## src/sv/assert_macros.svh

```systemverilog
// assertion macros used by sorted_priority_queue
`ifndef ASSERT_MACROS_SVH
`define ASSERT_MACROS_SVH
`ifndef SYNTHESIS
`define SPQ_ASSERT(label, clk, rst, prop) \
  label: assert property (@(posedge clk) disable iff (rst) prop) \
    else $error("spq assertion failed");
`define SPQ_ASSERT_ALWAYS(label, clk, prop) \
  label: assert property (@(posedge clk) prop) \
    else $error("spq assertion failed");
`else
`define SPQ_ASSERT(label, clk, rst, prop)
`define SPQ_ASSERT_ALWAYS(label, clk, prop)
`endif
`endif

```

## src/sv/spq_pkg.sv

```systemverilog
// types and constants of the sorted priority queue
package spq_pkg;
  localparam int CAPACITY_DEFAULT = 16;
  localparam int VALUE_W = 32;
  localparam int PRIO_W = 16;
  localparam int OCC_W = 5;
  localparam int STATUS_W = 2;

  localparam logic FUNC_INSERT = 1'b0;
  localparam logic FUNC_DELETE = 1'b1;

  localparam logic [STATUS_W-1:0] STATUS_INSERTED = 2'd0;
  localparam logic [STATUS_W-1:0] STATUS_DELETED = 2'd1;
  localparam logic [STATUS_W-1:0] STATUS_UNDERFLOW = 2'd2;
  localparam logic [STATUS_W-1:0] STATUS_OVERFLOW = 2'd3;

  typedef struct packed {
    logic                     valid;
    logic signed [VALUE_W-1:0] value;
    logic signed [PRIO_W-1:0]  prio;
  } entry_t;

  typedef struct packed {
    logic                     ins;
    logic                     del;
    logic signed [VALUE_W-1:0] value;
    logic signed [PRIO_W-1:0]  prio;
  } cmd_t;
endpackage

```

## src/sv/spq_if.sv

```systemverilog
// request and response channel interfaces
interface spq_req_if;
  import spq_pkg::*;
  logic                      valid;
  logic                      ready;
  logic                      func;
  logic signed [VALUE_W-1:0] item_value;
  logic signed [PRIO_W-1:0]  item_priority;
  modport source (output valid, output func, output item_value, output item_priority,
                  input ready);
  modport sink (input valid, input func, input item_value, input item_priority,
                output ready);
endinterface

interface spq_rsp_if;
  import spq_pkg::*;
  logic                      valid;
  logic                      ready;
  logic [STATUS_W-1:0]       status;
  logic signed [VALUE_W-1:0] out_value;
  logic signed [PRIO_W-1:0]  out_priority;
  logic [OCC_W-1:0]          occupancy;
  modport source (output valid, output status, output out_value, output out_priority,
                  output occupancy, input ready);
  modport sink (input valid, input status, input out_value, input out_priority,
                input occupancy, output ready);
endinterface

```

## src/sv/spq_cell.sv

```systemverilog
// one slot of the sorted shift chain
module spq_cell (
  input  logic            clk,
  input  logic            rst,
  input  spq_pkg::cmd_t   cmd,
  input  spq_pkg::entry_t left,
  input  logic            left_ahead,
  input  spq_pkg::entry_t right,
  output spq_pkg::entry_t cur,
  output logic            ahead
);
  import spq_pkg::*;

  entry_t cur_next;

  // new entry lands ahead of this slot
  assign ahead = !cur.valid || (cur.prio > cmd.prio);

  always_comb begin
    cur_next = cur;
    if (cmd.ins && ahead) begin
      if (left_ahead) begin
        cur_next = left;
      end else begin
        cur_next.valid = 1'b1;
        cur_next.value = cmd.value;
        cur_next.prio = cmd.prio;
      end
    end else if (cmd.del) begin
      cur_next = right;
    end
  end

  always_ff @(posedge clk) begin
    cur.value <= cur_next.value;
    cur.prio <= cur_next.prio;
    if (rst) begin
      cur.valid <= 1'b0;
    end else begin
      cur.valid <= cur_next.valid;
    end
  end
endmodule

```

## src/sv/sorted_priority_queue.sv

```systemverilog
// sorted priority queue built from a chain of compare-and-shift cells
//
// req channel carries func (insert or delete), item_value and item_priority.
// rsp channel returns one transaction per request: status, out_value,
// out_priority and the occupancy after the request.
// entries leave lowest priority number first; equal priorities leave in
// arrival order. a delete on an empty queue reports underflow, an insert
// into a full queue is dropped and reports overflow.
// every cell compares the incoming priority in parallel and shifts by one
// slot, so a request is absorbed on acceptance and its response is
// registered. throughput is one transaction per cycle unless rsp stalls.
// that rate comes from the compare and shift across all cells at once.
// rst (synchronous) empties the queue and drops any pending response.
// when the receiver stalls, the response holds and req.ready stays low
// until it is taken, so no request is lost.
`include "assert_macros.svh"
module sorted_priority_queue #(
  parameter int CAPACITY = spq_pkg::CAPACITY_DEFAULT
) (
  input logic          clk,
  input logic          rst,
  spq_req_if.sink      req,
  spq_rsp_if.source    rsp
);
  import spq_pkg::*;

  localparam int CW = $clog2(CAPACITY + 1);

  entry_t               cells [CAPACITY];
  logic                 ahead [CAPACITY];
  cmd_t                 cmd;
  logic [CW-1:0]        count;
  logic [CW-1:0]        count_next;
  logic                 accept;
  logic                 full;
  logic                 empty;
  logic [STATUS_W-1:0]  status_next;

  assign req.ready = !rsp.valid || rsp.ready;
  assign accept = req.valid && req.ready;
  assign full = (count == CW'(CAPACITY));
  assign empty = (count == '0);

  assign cmd.ins = accept && (req.func == FUNC_INSERT) && !full;
  assign cmd.del = accept && (req.func == FUNC_DELETE) && !empty;
  assign cmd.value = req.item_value;
  assign cmd.prio = req.item_priority;

  for (genvar i = 0; i < CAPACITY; i++) begin : g_cell
    entry_t left;
    entry_t right;
    logic   left_ahead;
    if (i == 0) begin : g_head
      assign left = '0;
      assign left_ahead = 1'b0;
    end else begin : g_mid
      assign left = cells[i-1];
      assign left_ahead = ahead[i-1];
    end
    if (i == CAPACITY - 1) begin : g_tail
      assign right = '0;
    end else begin : g_body
      assign right = cells[i+1];
    end
    spq_cell u_cell (
      .clk        (clk),
      .rst        (rst),
      .cmd        (cmd),
      .left       (left),
      .left_ahead (left_ahead),
      .right      (right),
      .cur        (cells[i]),
      .ahead      (ahead[i])
    );
  end

  always_comb begin
    count_next = count;
    if (cmd.ins) begin
      count_next = count + CW'(1);
    end else if (cmd.del) begin
      count_next = count - CW'(1);
    end
  end

  always_comb begin
    case (req.func)
      FUNC_INSERT: status_next = full ? STATUS_OVERFLOW : STATUS_INSERTED;
      FUNC_DELETE: status_next = empty ? STATUS_UNDERFLOW : STATUS_DELETED;
      default:     status_next = STATUS_UNDERFLOW;
    endcase
  end

  always_ff @(posedge clk) begin
    if (rst) begin
      count <= '0;
      rsp.valid <= 1'b0;
    end else begin
      count <= count_next;
      if (accept) begin
        rsp.valid <= 1'b1;
      end else if (rsp.ready) begin
        rsp.valid <= 1'b0;
      end
    end
  end

  always_ff @(posedge clk) begin
    if (accept) begin
      rsp.status <= status_next;
      rsp.out_value <= cmd.del ? cells[0].value : '0;
      rsp.out_priority <= cmd.del ? cells[0].prio : '0;
      rsp.occupancy <= OCC_W'(count_next);
    end
  end

  `SPQ_ASSERT_ALWAYS(a_reset_empty, clk, rst |=> (count == '0) && !rsp.valid)
  `SPQ_ASSERT(a_count_bound, clk, rst, count <= CW'(CAPACITY))
  `SPQ_ASSERT(a_head_valid, clk, rst, cells[0].valid == (count != '0))
  `SPQ_ASSERT(a_insert_grows, clk, rst, cmd.ins |=> count == $past(count) + CW'(1))
  `SPQ_ASSERT(a_underflow_empty, clk, rst, (accept && !cmd.del && req.func) |-> empty)
endmodule
```

## src/flat_wrapper.sv

```systemverilog
// flat-port wrapper written by rule: the top's interface ports become plain ports
module sorted_priority_queue_flat import spq_pkg::*;
#(
  parameter int CAPACITY = spq_pkg::CAPACITY_DEFAULT
)
  (clk, rst, req_valid, req_func, req_item_value, req_item_priority, req_ready, rsp_valid, rsp_status, rsp_out_value, rsp_out_priority, rsp_occupancy, rsp_ready);
  spq_req_if req_i ();
  spq_rsp_if rsp_i ();
  input logic clk;
  input logic rst;
  input wire logic [$bits(req_i.valid)-1:0] req_valid;
  input wire logic [$bits(req_i.func)-1:0] req_func;
  input wire logic [$bits(req_i.item_value)-1:0] req_item_value;
  input wire logic [$bits(req_i.item_priority)-1:0] req_item_priority;
  output wire logic [$bits(req_i.ready)-1:0] req_ready;
  output wire logic [$bits(rsp_i.valid)-1:0] rsp_valid;
  output wire logic [$bits(rsp_i.status)-1:0] rsp_status;
  output wire logic [$bits(rsp_i.out_value)-1:0] rsp_out_value;
  output wire logic [$bits(rsp_i.out_priority)-1:0] rsp_out_priority;
  output wire logic [$bits(rsp_i.occupancy)-1:0] rsp_occupancy;
  input wire logic [$bits(rsp_i.ready)-1:0] rsp_ready;
  assign req_i.valid = req_valid;
  assign req_i.func = req_func;
  assign req_i.item_value = req_item_value;
  assign req_i.item_priority = req_item_priority;
  assign req_ready = req_i.ready;
  assign rsp_valid = rsp_i.valid;
  assign rsp_status = rsp_i.status;
  assign rsp_out_value = rsp_i.out_value;
  assign rsp_out_priority = rsp_i.out_priority;
  assign rsp_occupancy = rsp_i.occupancy;
  assign rsp_i.ready = rsp_ready;
  sorted_priority_queue #(.CAPACITY(CAPACITY)) u_core (.clk(clk), .rst(rst), .req(req_i), .rsp(rsp_i));
endmodule
```

## config.mk

```make
export PLATFORM = sky130hd
export DESIGN_NAME = sorted_priority_queue_flat
export DESIGN_NICKNAME = d
export VERILOG_FILES = /design/src/sv/spq_pkg.sv /design/src/sv/spq_if.sv /design/src/sv/spq_cell.sv /design/src/sv/sorted_priority_queue.sv /design/src/flat_wrapper.sv
export VERILOG_INCLUDE_DIRS = /design/src /design/src/sv
export SDC_FILE = /design/constraint.sdc
export NUM_CORES = 2
export LEC_CHECK = 0
export BUFFER_PORTS_ARGS = -buffer_cell sky130_fd_sc_hd__buf_2
export CAP_MARGIN = 0
export CORE_ASPECT_RATIO = 1.25
export CORE_MARGIN = 2
export CORE_UTILIZATION = 31
export CTS_BUF_LIST = sky130_fd_sc_hd__clkbuf_4 sky130_fd_sc_hd__clkbuf_8
export DETAILED_ROUTE_END_ITERATION = 16
export PLACE_DENSITY = 0.54
export SETUP_SLACK_MARGIN = 0.1
export SLEW_MARGIN = 5
export SYNTH_ARGS = -nofsm -noshare
export SYNTH_HDL_FRONTEND = slang
export SYNTH_SLANG_ARGS = --single-unit
```

## constraint.sdc

```tcl
create_clock -name clk -period 11.1 [get_ports clk]
set_input_delay 0 -clock clk [delete_from_list [all_inputs] [get_ports clk]]
set_output_delay 0 -clock clk [all_outputs]
set_load 0.01 [all_outputs]
```

==> flow_metrics.tcl <==
set metrics [dict create \
    outcome "finished clean" \
    syn_area_um2 53100 \
    place_ws_ns 5.72 \
    worstHoldStart "req_func" \
    clockRootBuffer "clkbuf_8" \
    synthCells 4795 \
    hold_class "input port to flip-flop" \
    syn-num-nets 5106 \
    n_fill_cell 17000 \
    multi_input_area_um2 26400 \
    rows 169 \
    maxCapViolCount 0 \
    viasPerCell 6.06 \
    htreeDepth 4 \
    antenna_found_initial 9 \
    vias 43000 \
    skew_ns 0.0530 \
    async_reset_ff_share_pct 0 \
    fin_tns_setup_ns 0 \
    arrival_ns 5.84 \
    hold_path_depth 4 \
    cts_made_buffers 154 \
    drt-total-wl_mm 203 \
    postLayoutSetupSlackWorst_ns 5.92 \
    power_leakage_nw 22.0 \
    hold_viol 0 \
    overflow 0 \
    groute.usage.overall_pct 22.5 \
    drcViolationCount 0 \
    fin_nets 5061 \
    drtPass1Iterations 8 \
    setup_viol 0 \
    r2r_cells 10 \
    port_buffers 109 \
    avgRoutedWirePerCell_um 28.7 \
    rr_startpoint "u_core.g_cell[9].u_cell.cur[7]" \
    synth-edff-count 823 \
    core_um2 170000 \
    antenna_left 0 \
    slew_violations 0 \
    ir_drop_mv 0.0908 \
    clkLatencyLatePin_ns 0.95 \
    syn_to_final_growth_pct 11.9 \
    clock_path_buffers 3 \
    end_kind "flip-flop" \
    final_util_pct 35.0 \
    slew_headroom_pct 21.8 \
    cts_setup_buffers 0 \
    power.total_mw 11.1 \
    start_util_pct 31.2 \
    cts_tree "done" \
    synth.distinct_cells 73 \
    period_needed_ns 5.18 \
    die_y_um 467 \
    worst_slew_pin_slew_ns 1.17 \
    grt_start_max_net_pins 66 \
    required_ns 11.76 \
    die_w_um 374 \
    synth_seq_area_share_pct 47.4 \
    clkSinkCount 845 \
    clk_pin_slew_ns 0.06 \
    startpoint "req_item_priority[1]" \
    max_clock_freq_mhz 193 \
    io_pins 110 \
    rsz0062_at_grt "no" \
    worst-setup-path-type "input port to flip-flop" \
    ctsHoldBuffers 55 \
    die_area_um2 175000 \
    fin_crit_sh_pct 46.7 \
    drt_iter0_markers 4715 \
    grt_pass1_vias 42400 \
    seqCellArea_um2 25200 \
    yosysWarnings 0 \
    crit_path_max_fanout 43 \
    cts-resized-gates 0 \
    dp_hpwl_mm 122 \
    avgSynthCellArea_um2 11.1 \
    power_density_nw_per_um2 186 \
    cp-start-kind "input port" \
    grt_first_pass_wirelength_mm 293 \
    gp_congestion 0.935 \
    yosys_most_used_dff "edfxtp_1" \
    ys_seq_elements 845 \
    drive_gt1_share_pct 22.5 \
]
-- routing by layer --
metal | track usage [%] | up-vias | wire length [um]
met5 | 0.137 | - | 70
met4 | 11.4 | 10 | 10300
met3 | 4.38 | 538 | 15100
met2 | 36.4 | 2042 | 92800
met1 | 28.7 | 21700 | 84900
li1 | - | 18700 | -
-- through the flow --
| stage | cell area, um^2 | cells | hold slack, ns |
|---|---|---|---|
| after floorplan | 53100 | 4795 | 0.129 |
| after global placement | 55900 | 6762 | 0.252 |
| after detailed placement | 55900 | 6762 | 0.254 |
| after CTS | 59400 | 7084 | 0.0389 |
| after global routing | 59400 | 7085 | 0.121 |
| final | 59400 | 7088 | 0.126 |
-- layout by cell type, fill, tap and decap left out, types with 14 or more instances in the layout --
master / count
a21o_1: 22
a21oi_1: 286
a221oi_1: 49
a22o_1: 50
a22oi_1: 529
a31oi_1: 63
and2_1: 54
buf_2: 109
buf_4: 96
clkbuf_4: 44
clkbuf_8: 157
clkinv_1: 33
clkinv_2: 14
dfxtp_1: 22
dlygate4sd3_1: 55
edfxtp_1: 823
ha_1: 256
inv_1: 67
mux2_2: 551
mux2_4: 20
mux2i_1: 234
nand2_1: 247
nand3_1: 57
nand4_1: 66
nor2_1: 238
nor2b_1: 18
nor3_1: 55
o211ai_1: 20
o21a_1: 14
o21ai_0: 378
o22ai_1: 34
o32ai_1: 18
-- report_power, final --
part,internal [mW],total (mW),switching [mW]
logic,1.22,3.19,1.97
registers,4.31,4.76,0.455
clock network,1.61,3.10,1.49
-- state kept, by name, indices dropped and copies added, names as in the netlist --
signal                    cells
u_core.rsp.out_priority      16
u_core.count                  5
u_core.rsp.out_value         32
u_core.rsp.valid              1
u_core.rsp.status             2
u_core.rsp.occupancy          5
u_core.g_cell.u_cell.cur    784
-- synth_stat cells, drive strengths merged, types with 55 or more instances --
cell	number	area share (%)
o21ai	391	3.7
inv	68	0.48
clkbuf	340	2.4
edfxtp	823	47
and2	55	0.65
mux2	571	12
nor3	57	0.54
a21oi	287	2.7
nor2	240	1.7
buf	121	1.1
a31oi	74	0.87
nand2	256	1.8
a22oi	529	7.5
nand3	61	0.57
nand4	66	0.78
mux2i	234	4.4
ha	258	6.1
-- cell families after synthesis --
family | after synthesis | share of synthesized area [%]
buffers and inverters | 530 | 4.01
muxes | 805 | 16.7
xor gates and xnor gates | 4 | 0.0660
DFF | 845 | 47.4
and+or+nand+nor | 807 | 6.95
AOI/OAI and AO/OA | 1546 | 18.9
adders and majority gates | 258 | 6.08
-- area by class of cell --
class                           count  area share, %
Antenna cell                        4         0.0168
Timing Repair Buffer              260           3.06
Clock inverter                     66          0.874
Tap cell                         2223           4.68
Sequential cell                   845           42.3
Multi-Input combinational cell   3420           44.4
Inverter                           69          0.438
Clock buffer                      201           4.19
-- worst max-delay path, cell delays in order --
cell           delay (ns)
dlygate4sd3_1        0.60
buf_2                0.44
inv_1                0.53
ha_1                 0.47
nor2b_1              0.13
o211ai_1             0.19
a2111oi_0            0.17
or4b_1               0.58
a311oi_4             0.60
buf_4                0.84
nor2_4               0.32
buf_4                0.45
mux2_4               0.40
-- path summary, 6_finish.rpt --
check	endpoint	slack (ns)
setup / recovery	u_core.g_cell[9].u_cell.cur[28]	5.92
hold / removal	u_core.rsp.status[1]	0.13
setup reg to reg	u_core.g_cell[9].u_cell.cur[28]	6.24
hold reg to reg	u_core.g_cell[15].u_cell.cur[48]	0.52
(Power assumes the default switching activity.)
